--- src/sv/trpb_pkg.sv ---
// ----------------------------------------------------------------------------
// trpb_pkg
// Types and constants for the tcp reset packet builder: header words of the
// reply and the per-copy record that travels down the pipeline.
// ----------------------------------------------------------------------------
`default_nettype none

package trpb_pkg;

   localparam logic [15:0] IP_VER_IHL_WORD   = 16'h4500;
   localparam logic [15:0] IP_TOTAL_LEN      = 16'h0028;
   localparam logic [15:0] IP_TTL_PROTO_WORD = 16'hFF06;
   localparam logic [15:0] RST_ACK_WORD      = 16'h5014;
   localparam logic [15:0] TCP_PSEUDO_TAIL   = 16'h001A;

   localparam int unsigned COUNT_W = 4;
   localparam int unsigned SUM_W   = 20;

   localparam logic [1:0] REG_RESET_COUNT = 2'd0;
   localparam logic [COUNT_W-1:0] RESET_COUNT_DEFAULT = 4'd2;

   typedef struct packed {
      logic [31:0] sip;
      logic [31:0] dip;
      logic [15:0] sport;
      logic [15:0] dport;
      logic [31:0] rack;
      logic [31:0] rseq;
      logic [15:0] win;
      logic        last;
   } copy_type;

endpackage

`default_nettype wire

--- src/sv/tcp_reset_packet_builder.sv ---
// ----------------------------------------------------------------------------
// tcp_reset_packet_builder
// Each observed tcp/ipv4 header item on req_ yields reset_count forged
// rst+ack replies on rsp_, addresses and ports swapped, with the ipv4 header
// checksum and the tcp checksum over the pseudo-header.
//
// Channels: req_ and rsp_ use valid/stall; an item moves at a rising edge
// with valid high and stall low. The apb-style port writes reset_count at
// byte address 0 (reset value 2); the user must write it only while the
// block is idle; the block itself does not enforce this. An item with count
// n occupies the copy generator until its n copies are issued, so one reply
// leaves per cycle while rsp_ is not stalled, and a new item is taken in the
// cycle its last copy is issued; an item with count 0 gives no reply.
// Pipeline: copy generator, register, partial sums, full sums, fold and
// output register. A stall on rsp_ freezes every stage but an idle copy
// generator, which may still take an item; nothing is lost or repeated and
// req_stall rises while the generator is held.
// Reset clears all valid bits and sets reset_count to 2.
// ----------------------------------------------------------------------------
`default_nettype none

module tcp_reset_packet_builder
   import trpb_pkg::*;
(
   input  wire logic        clock,
   input  wire logic        reset,

   input  wire logic        req_valid,
   output      logic        req_stall,
   input  wire logic [31:0] req_source_ip,
   input  wire logic [31:0] req_dest_ip,
   input  wire logic [15:0] req_source_port,
   input  wire logic [15:0] req_dest_port,
   input  wire logic [31:0] req_seq_number,
   input  wire logic [31:0] req_ack_number,
   input  wire logic [15:0] req_window_size,

   output      logic        rsp_valid,
   input  wire logic        rsp_stall,
   output      logic [31:0] rsp_reply_src_ip,
   output      logic [31:0] rsp_reply_dst_ip,
   output      logic [15:0] rsp_ip_header_checksum,
   output      logic [15:0] rsp_reply_src_port,
   output      logic [15:0] rsp_reply_dst_port,
   output      logic [31:0] rsp_reply_seq,
   output      logic [31:0] rsp_reply_ack,
   output      logic [15:0] rsp_reply_window,
   output      logic [15:0] rsp_tcp_checksum,
   output      logic        rsp_last_copy,

   input  wire logic        psel,
   input  wire logic        penable,
   input  wire logic        pwrite,
   input  wire logic [1:0]  paddr,
   input  wire logic [31:0] pwdata,
   output      logic [31:0] prdata,
   output      logic        pready
);

   logic [COUNT_W-1:0] count_ff;
   logic               cfg_wr;

   logic               adv;
   logic               accept;

   logic               a_valid_ff, a_valid_in;
   copy_type           a_copy_ff, a_copy_in;
   logic [COUNT_W-1:0] a_count_ff, a_count_in;
   logic [COUNT_W-1:0] a_k_ff, a_k_in;
   logic               a_last;
   copy_type           a_out;

   logic               b_valid_ff;
   copy_type           b_copy_ff;

   logic               c_valid_ff;
   copy_type           c_copy_ff;
   logic [SUM_W-1:0]   c_addr_ff, c_addr_in;
   logic [SUM_W-1:0]   c_hdr_ff, c_hdr_in;

   logic               d_valid_ff;
   copy_type           d_copy_ff;
   logic [SUM_W-1:0]   d_ip_ff, d_ip_in;
   logic [SUM_W-1:0]   d_tcp_ff, d_tcp_in;

   logic               e_valid_ff;
   copy_type           e_copy_ff;
   logic [15:0]        e_ipck_ff, e_ipck_in;
   logic [15:0]        e_tcpck_ff, e_tcpck_in;

   function automatic logic [15:0] fold_invert(input logic [SUM_W-1:0] s);
      logic [16:0] f1;
      logic [16:0] f2;
      f1 = {1'b0, s[15:0]} + 17'(s[SUM_W-1:16]);
      f2 = {1'b0, f1[15:0]} + 17'(f1[16]);
      return ~f2[15:0];
   endfunction

   // configuration port
   assign pready = 1'b1;
   assign cfg_wr = psel && penable && pwrite && (paddr == REG_RESET_COUNT);
   assign prdata = (paddr == REG_RESET_COUNT) ? {28'd0, count_ff} : 32'd0;

   always_ff @(posedge clock) begin
      if (reset) begin
         count_ff <= RESET_COUNT_DEFAULT;
      end else if (cfg_wr) begin
         count_ff <= pwdata[COUNT_W-1:0];
      end
   end

   // global advance
   assign adv = !(e_valid_ff && rsp_stall);

   // copy generator
   assign a_last    = (a_k_ff == (a_count_ff - 4'd1));
   assign req_stall = a_valid_ff && !(adv && a_last);
   assign accept    = req_valid && !req_stall;

   always_comb begin
      a_valid_in = a_valid_ff;
      a_copy_in  = a_copy_ff;
      a_count_in = a_count_ff;
      a_k_in     = a_k_ff;
      if (accept) begin
         a_valid_in      = (count_ff != '0);
         a_copy_in.sip   = req_source_ip;
         a_copy_in.dip   = req_dest_ip;
         a_copy_in.sport = req_source_port;
         a_copy_in.dport = req_dest_port;
         a_copy_in.rack  = req_seq_number + 32'd1;
         a_copy_in.rseq  = req_ack_number;
         a_copy_in.win   = req_window_size;
         a_copy_in.last  = 1'b0;
         a_count_in      = count_ff;
         a_k_in          = '0;
      end else if (a_valid_ff && adv) begin
         if (a_last) begin
            a_valid_in = 1'b0;
         end else begin
            a_k_in         = a_k_ff + 4'd1;
            a_copy_in.rseq = a_copy_ff.rseq + {16'd0, a_copy_ff.win};
         end
      end
   end

   always_comb begin
      a_out      = a_copy_ff;
      a_out.last = a_last;
   end

   always_ff @(posedge clock) begin
      if (reset) begin
         a_valid_ff <= 1'b0;
         b_valid_ff <= 1'b0;
         c_valid_ff <= 1'b0;
         d_valid_ff <= 1'b0;
         e_valid_ff <= 1'b0;
      end else begin
         a_valid_ff <= a_valid_in;
         if (adv) begin
            b_valid_ff <= a_valid_ff;
            c_valid_ff <= b_valid_ff;
            d_valid_ff <= c_valid_ff;
            e_valid_ff <= d_valid_ff;
         end
      end
   end

   always_ff @(posedge clock) begin
      a_copy_ff  <= a_copy_in;
      a_count_ff <= a_count_in;
      a_k_ff     <= a_k_in;
   end

   // partial sums
   assign c_addr_in = SUM_W'(b_copy_ff.dip[31:16]) + SUM_W'(b_copy_ff.dip[15:0])
                    + SUM_W'(b_copy_ff.sip[31:16]) + SUM_W'(b_copy_ff.sip[15:0]);
   assign c_hdr_in  = SUM_W'(b_copy_ff.dport) + SUM_W'(b_copy_ff.sport)
                    + SUM_W'(b_copy_ff.win) + SUM_W'(b_copy_ff.rack[31:16])
                    + SUM_W'(b_copy_ff.rack[15:0]) + SUM_W'(RST_ACK_WORD)
                    + SUM_W'(TCP_PSEUDO_TAIL);

   // full sums
   assign d_ip_in  = c_addr_ff + SUM_W'(IP_VER_IHL_WORD) + SUM_W'(IP_TOTAL_LEN)
                   + SUM_W'(IP_TTL_PROTO_WORD);
   assign d_tcp_in = c_addr_ff + c_hdr_ff + SUM_W'(c_copy_ff.rseq[31:16])
                   + SUM_W'(c_copy_ff.rseq[15:0]);

   // fold and invert
   assign e_ipck_in  = fold_invert(d_ip_ff);
   assign e_tcpck_in = fold_invert(d_tcp_ff);

   always_ff @(posedge clock) begin
      if (adv) begin
         b_copy_ff      <= a_out;
         c_copy_ff      <= b_copy_ff;
         c_addr_ff      <= c_addr_in;
         c_hdr_ff       <= c_hdr_in;
         d_copy_ff      <= c_copy_ff;
         d_ip_ff        <= d_ip_in;
         d_tcp_ff       <= d_tcp_in;
         e_copy_ff      <= d_copy_ff;
         e_ipck_ff      <= e_ipck_in;
         e_tcpck_ff     <= e_tcpck_in;
      end
   end

   assign rsp_valid              = e_valid_ff;
   assign rsp_reply_src_ip       = e_copy_ff.dip;
   assign rsp_reply_dst_ip       = e_copy_ff.sip;
   assign rsp_ip_header_checksum = e_ipck_ff;
   assign rsp_reply_src_port     = e_copy_ff.dport;
   assign rsp_reply_dst_port     = e_copy_ff.sport;
   assign rsp_reply_seq          = e_copy_ff.rseq;
   assign rsp_reply_ack          = e_copy_ff.rack;
   assign rsp_reply_window       = e_copy_ff.win;
   assign rsp_tcp_checksum       = e_tcpck_ff;
   assign rsp_last_copy          = e_copy_ff.last;

endmodule

`default_nettype wire
--- config.mk ---
export PLATFORM = sky130hd
export DESIGN_NAME = tcp_reset_packet_builder
export DESIGN_NICKNAME = d
export VERILOG_FILES = /design/src/sv/trpb_pkg.sv /design/src/sv/tcp_reset_packet_builder.sv
export SDC_FILE = /design/constraint.sdc
export NUM_CORES = 1
export LEC_CHECK = 0
export ABC_AREA = 1
export BUFFER_PORTS_ARGS = -buffer_cell sky130_fd_sc_hd__buf_2
export CAP_MARGIN = 20
export CORE_MARGIN = 1
export CORE_UTILIZATION = 40
export DETAILED_ROUTE_END_ITERATION = 16
export PLACE_DENSITY_LB_ADDON = 0.08
export SLEW_MARGIN = 30
export SYNTH_ARGS = -nofsm -noshare
export SYNTH_HDL_FRONTEND = slang
export SYNTH_SLANG_ARGS = --single-unit
--- constraint.sdc ---
create_clock -name clock -period 32.7 [get_ports clock]
set_clock_uncertainty 0.1 [all_clocks]
set_input_delay 6.54 -clock clock [delete_from_list [all_inputs] [get_ports clock]]
set_output_delay 6.54 -clock clock [all_outputs]
set_load 0.02 [all_outputs]
**Word level (Yosys, flattened, before mapping)**

Index checks and enable logic that the tools add are counted.

- Register bits: 1,013

- Add/sub/neg operators: 23
- Reduce and logical (&&, ||, !) cells: 18
- Muxes and demuxes: 7
- Equality and inequality tests: 2
- Bitwise gates (word level): 3

Operators by type and width:

| kind | count |
|---|---|
| two-way mux 32 bit | 3 |
| adder 20 x 15 -> 20 bit (second input constant) | 2 |
| adder 20 x 16 -> 20 bit | 2 |
| adder 18 x 16 -> 19 bit | 2 |
| adder 17 x 16 -> 18 bit | 2 |
| adder 16 x 16 -> 17 bit | 2 |
| adder 16 x 4 -> 17 bit | 2 |
| adder 16 x 1 -> 16 bit | 2 |
| adder 32 x 1 -> 32 bit (second input constant) | 1 |
| adder 32 x 16 -> 32 bit | 1 |
| NOT 16 bit | 2 |
| adder 19 x 16 -> 20 bit | 1 |
| adder 20 x 16 -> 20 bit (second input constant) | 1 |
| adder 20 bit | 1 |
| adder 20 x 5 -> 20 bit (second input constant) | 1 |
| adder 20 x 6 -> 20 bit (second input constant) | 1 |
| logical AND 1 bit | 8 |
| AND reduction 2 bit | 3 |
| adder 4 x 1 -> 4 bit (second input constant) | 1 |
| equality test 4 bit | 1 |
| two-way mux 4 bit | 1 |
| nonzero test 2 bit | 2 |
| nonzero test 4 bit | 1 |
| subtractor 4 x 1 -> 4 bit (second input constant) | 1 |
| other kinds (5) | 9 |

**Longest topological paths before layout**

- Depth after elaboration: 9
- Mapped depth: 19
- Depth with buffers taken out: 19

**Worst setup path before layout**

OpenSTA, ideal clock, no wires.

- Path kind: in2out
- Start point: in rsp_stall
- End point: out req_stall
- Cell stages on the path: 4
- Slack: -0.937 ns
- Arrival: 26.997 ns
- Cell sequence: nand2_1 inv_1 o21ai_2 inv_1

- Cells in the longest elaborated chain, start to end: 5

Ends and longest elaborated chain:

| what | line | RTL |
|---|---|---|
| start: declaration | tcp_reset_packet_builder.sv:39 | `input wire logic rsp_stall,` |
| logical AND 1 bit | tcp_reset_packet_builder.sv:113 | `assign adv = !(e_valid_ff && rsp_stall);` |
| zero test 1 bit | tcp_reset_packet_builder.sv:113 |  |
| logical AND 1 bit | tcp_reset_packet_builder.sv:117 | `assign req_stall = a_valid_ff && !(adv && a_last);` |
| zero test 1 bit | tcp_reset_packet_builder.sv:117 |  |
| logical AND 1 bit | tcp_reset_packet_builder.sv:117 |  |
| end: declaration | tcp_reset_packet_builder.sv:29 | `output logic req_stall,` |

Every way passes these cells.

**Worst setup path after layout**

Same ends and word-level chain as after synthesis.

==> results.cfg <==
[run_status]
status = completed

[cts]
clk_path_buf_depth = 3
h-tree-depth = 3
clockRootBuffer = clkbuf_16
cts_resized = 0
post_cts_buffers = 0
insertion_delay_ns = 0.69
cts_num_sinks = 1009
path_clk_slew_ns = 0.06
cts_tree = done
ctsHoldBuffers = 0
numCtsBuffers = 107

[sta]
rsz0062_at_grt = no
drv_slew = 0
final.setup.tns_ns = 0
final-hold-violation-count = 0
post-route-min-period_ns = 14.49
setup_viol = 0
period_share = 0.4431
clock.fmax_ghz = 0.06902
worst_slew_pin_slew_ns = 0.9230
slew_headroom = 0.3846

[floorplan]
die_height_um = 323.9
core_mm2 = 0.1022
fp.dieArea_mm2 = 0.1049
start_util = 0.4057
ios = 461
die_x_um = 323.9
rows = 117

[synth]
synth_area_mm2 = 0.04145
syn_inst = 2847
ys_seq_area_frac = 0.7278
yosysWarnings = 0
yosysMostFrequentCell = edfxtp_1
yosys-top-cells-area = edfxtp_1, fa_1, inv_1, nand2_1, ha_1
synth_largest_area_cell = edfxtp_1
yosys.area.top_type_share = 0.7215
postSynthAreaPerCell_um2 = 14.56
synth_common_cells = edfxtp_1, inv_1, nand2_1
ys.flop_type = edfxtp_1
yosys_register_bits = 1009
async_reset_ff_frac = 0
synth-edff-count = 996
ys_types = 47

[hold_path]
hp-class = flip-flop to flip-flop
min_path_cells = 0

[drt]
drt_iter0_markers = 1455
routed_via_density = 4.634
first_pass_iters = 5
ant_nets = 0
via_count = 22340
drcViolationCount = 0
drt-total-wl_um = 89920
wl_per_cell_um = 18.66

[critical_path]
crit_family = buffers and inverters
reg2reg_slack_ns = 28.69
reg2regPathDepth = 13
path_cells = buf_2, nand2_8, inv_1, o21ai_2, inv_1, buf_2
r2r_start = b_copy_ff[83]
worst-path-buf-inv = 4
crit_required_ns = 26.06
cp_slowest_cell = nand2_8
path_depth = 6
critPathCapture = req_stall
crit_fanout = 101
reg2reg_to = c_hdr_ff[12]
cp-end-kind = primary output
path_class = input port to primary output
cp-start-kind = input port
cp_data_arrival_time_ns = 7.85
critical_path.startpoint = rsp_stall
slowest_delay_ns = 0.48

[final_layout]
fillers = 9173
drive_above_1_share = 0.1793
utilization = 0.4757
areaGrowthSynthToFinish_pct = 17.25
nNetsFinal = 3798

[power_and_ir_drop]
cell_internal_pwr_mw = 2.905
sw_frac_of_total = 0.3432
p_leak_nw = 20.35
power.switching_mw = 1.518
pwr-share-comb = 0.318
p_seq_frac = 0.415
ir_worst_vdd_mv = 0.05826
p_per_area_mw_per_mm2 = 91.02
clkPwrFrac = 0.267
total_power_mw = 4.424

[grt]
grt.overflow.total = 0
grt_max_degree = 102
grt_pass1_vias = 23100
grt_usage = 0.1722
grt_pass1_wl_um = 134500
antenna_found_initial = 20

[run]
maxCapViolCount = 0

[placed_design]
place.gp.congestion = 0.8878
dp.final_hpwl_um = 66630
portBuffers = 403
[layer usage]
metal	share of wire	GRT usage
met5	0.0016	0
met4	0.027	0.05881
met3	0.057	0.04295
met2	0.50	0.2946
met1	0.41	0.2119
[worst min-delay path by stage]
| stage | from | endpoint | slack (ns) |
|---|---|---|---|
| 2_1_floorplan | a_copy_ff[100] | b_copy_ff[100] | 0.30 |
| 3_3_place_gp | c_copy_ff[55] | d_copy_ff[55] | 0.30 |
| 3_5_place_dp | a_copy_ff[112] | b_copy_ff[112] | 0.30 |
| 4_1_cts | a_copy_ff[83] | b_copy_ff[83] | 0.30 |
| 5_1_grt | c_copy_ff[3] | d_copy_ff[3] | 0.32 |
| 6_report | a_copy_ff[83] | b_copy_ff[83] | 0.31 |
[flip-flops by register name, summed over array words and instances (netlist names), 18 cells and up]
| register | flops |
|---|---|
| d_tcp_ff | 20 |
| d_ip_ff | 19 |
| c_copy_ff | 177 |
| rsp_reply_ack | 32 |
| rsp_reply_seq | 32 |
| rsp_reply_src_ip | 32 |
| c_hdr_ff | 19 |
| c_addr_ff | 18 |
| a_copy_ff | 176 |
| d_copy_ff | 177 |
| rsp_reply_dst_ip | 32 |
| b_copy_ff | 177 |
[power groups by stage]
stage	clock, mW	sequential [mW]	combinational [mW]
4_1_cts	1.22	1.84	1.44
2_1_floorplan	0	1.88	0.952
5_1_grt	1.27	1.86	1.60
6_report	1.18	1.84	1.41
3_3_place_gp	0	1.86	1.42
3_5_place_dp	0	1.87	1.43
[per-stage QoR]
stage / hold WS [ns] / cells / setup slack [ns] / area, um2
after floorplan: 0.3003 / 2874 / 7.816 / 41560
after global placement: 0.3006 / 4621 / 18.16 / 45140
after detailed placement: 0.3045 / 4621 / 18.12 / 45140
after CTS: 0.3005 / 4814 / 18.12 / 48570
after global routing: 0.3161 / 4819 / 18.04 / 48600
final: 0.3094 / 4820 / 18.21 / 48600
[worst register-to-register path, cell delays in order, from the launching register on]
cell and delay (ns):
edfxtp_1 0.45, fa_1 0.49, fa_1 0.48, inv_1 0.05
fa_1 0.53, inv_1 0.05, ha_1 0.23, fa_1 0.41
nand3_1 0.10, nand2_1 0.14, a21boi_0 0.32, nor3_1 0.10
nor3_1 0.18, xnor2_1 0.11
[cells in the final DEF (no fill, tap or decap), drive strengths merged, types with 3 or more instances in the layout]
cell type  instances
a21o               4
a21oi             78
a31oi              4
buf              416
bufinv            10
clkbuf           125
clkinv            49
clkinvlp           5
conb              29
dfxtp             13
diode              6
edfxtp           996
fa               115
ha               104
inv              461
nand2            455
nand3            133
nand3b            15
nand4             50
nor2             154
nor3              28
nor4               9
o21ai             55
o21bai             3
or2                3
xnor2             37
xor2              81
[area by class of cell]
type / instances / area (um2) / share of cell area
Antenna cell: 6 / 15.01 / 0.0003089
Clock buffer: 125 / 2766 / 0.05692
Clock inverter: 68 / 661.9 / 0.01362
Inverter: 457 / 1723 / 0.03545
Multi-Input combinational cell: 1371 / 9420 / 0.1938
Sequential cell: 1009 / 30170 / 0.6207
Tap cell: 1368 / 1712 / 0.03522
Timing Repair Buffer: 416 / 2137 / 0.04397
[cells by family (layout without fill, tap and decap cells)]
| group | Yosys count | count (layout) | share of synthesized area |
|---|---|---|---|
| compound gates | 154 | 154 | 0.01998 |
| xor+xnor | 118 | 118 | 0.02511 |
| buf+inv | 494 | 1066 | 0.04784 |
| simple gates | 851 | 851 | 0.09215 |
| other cells | 2 | 35 | 0.0001812 |
| fa+ha+maj | 219 | 219 | 0.08693 |
| flops | 1009 | 1009 | 0.7278 |
No activity file was read; power rests on OpenSTA's default activity.
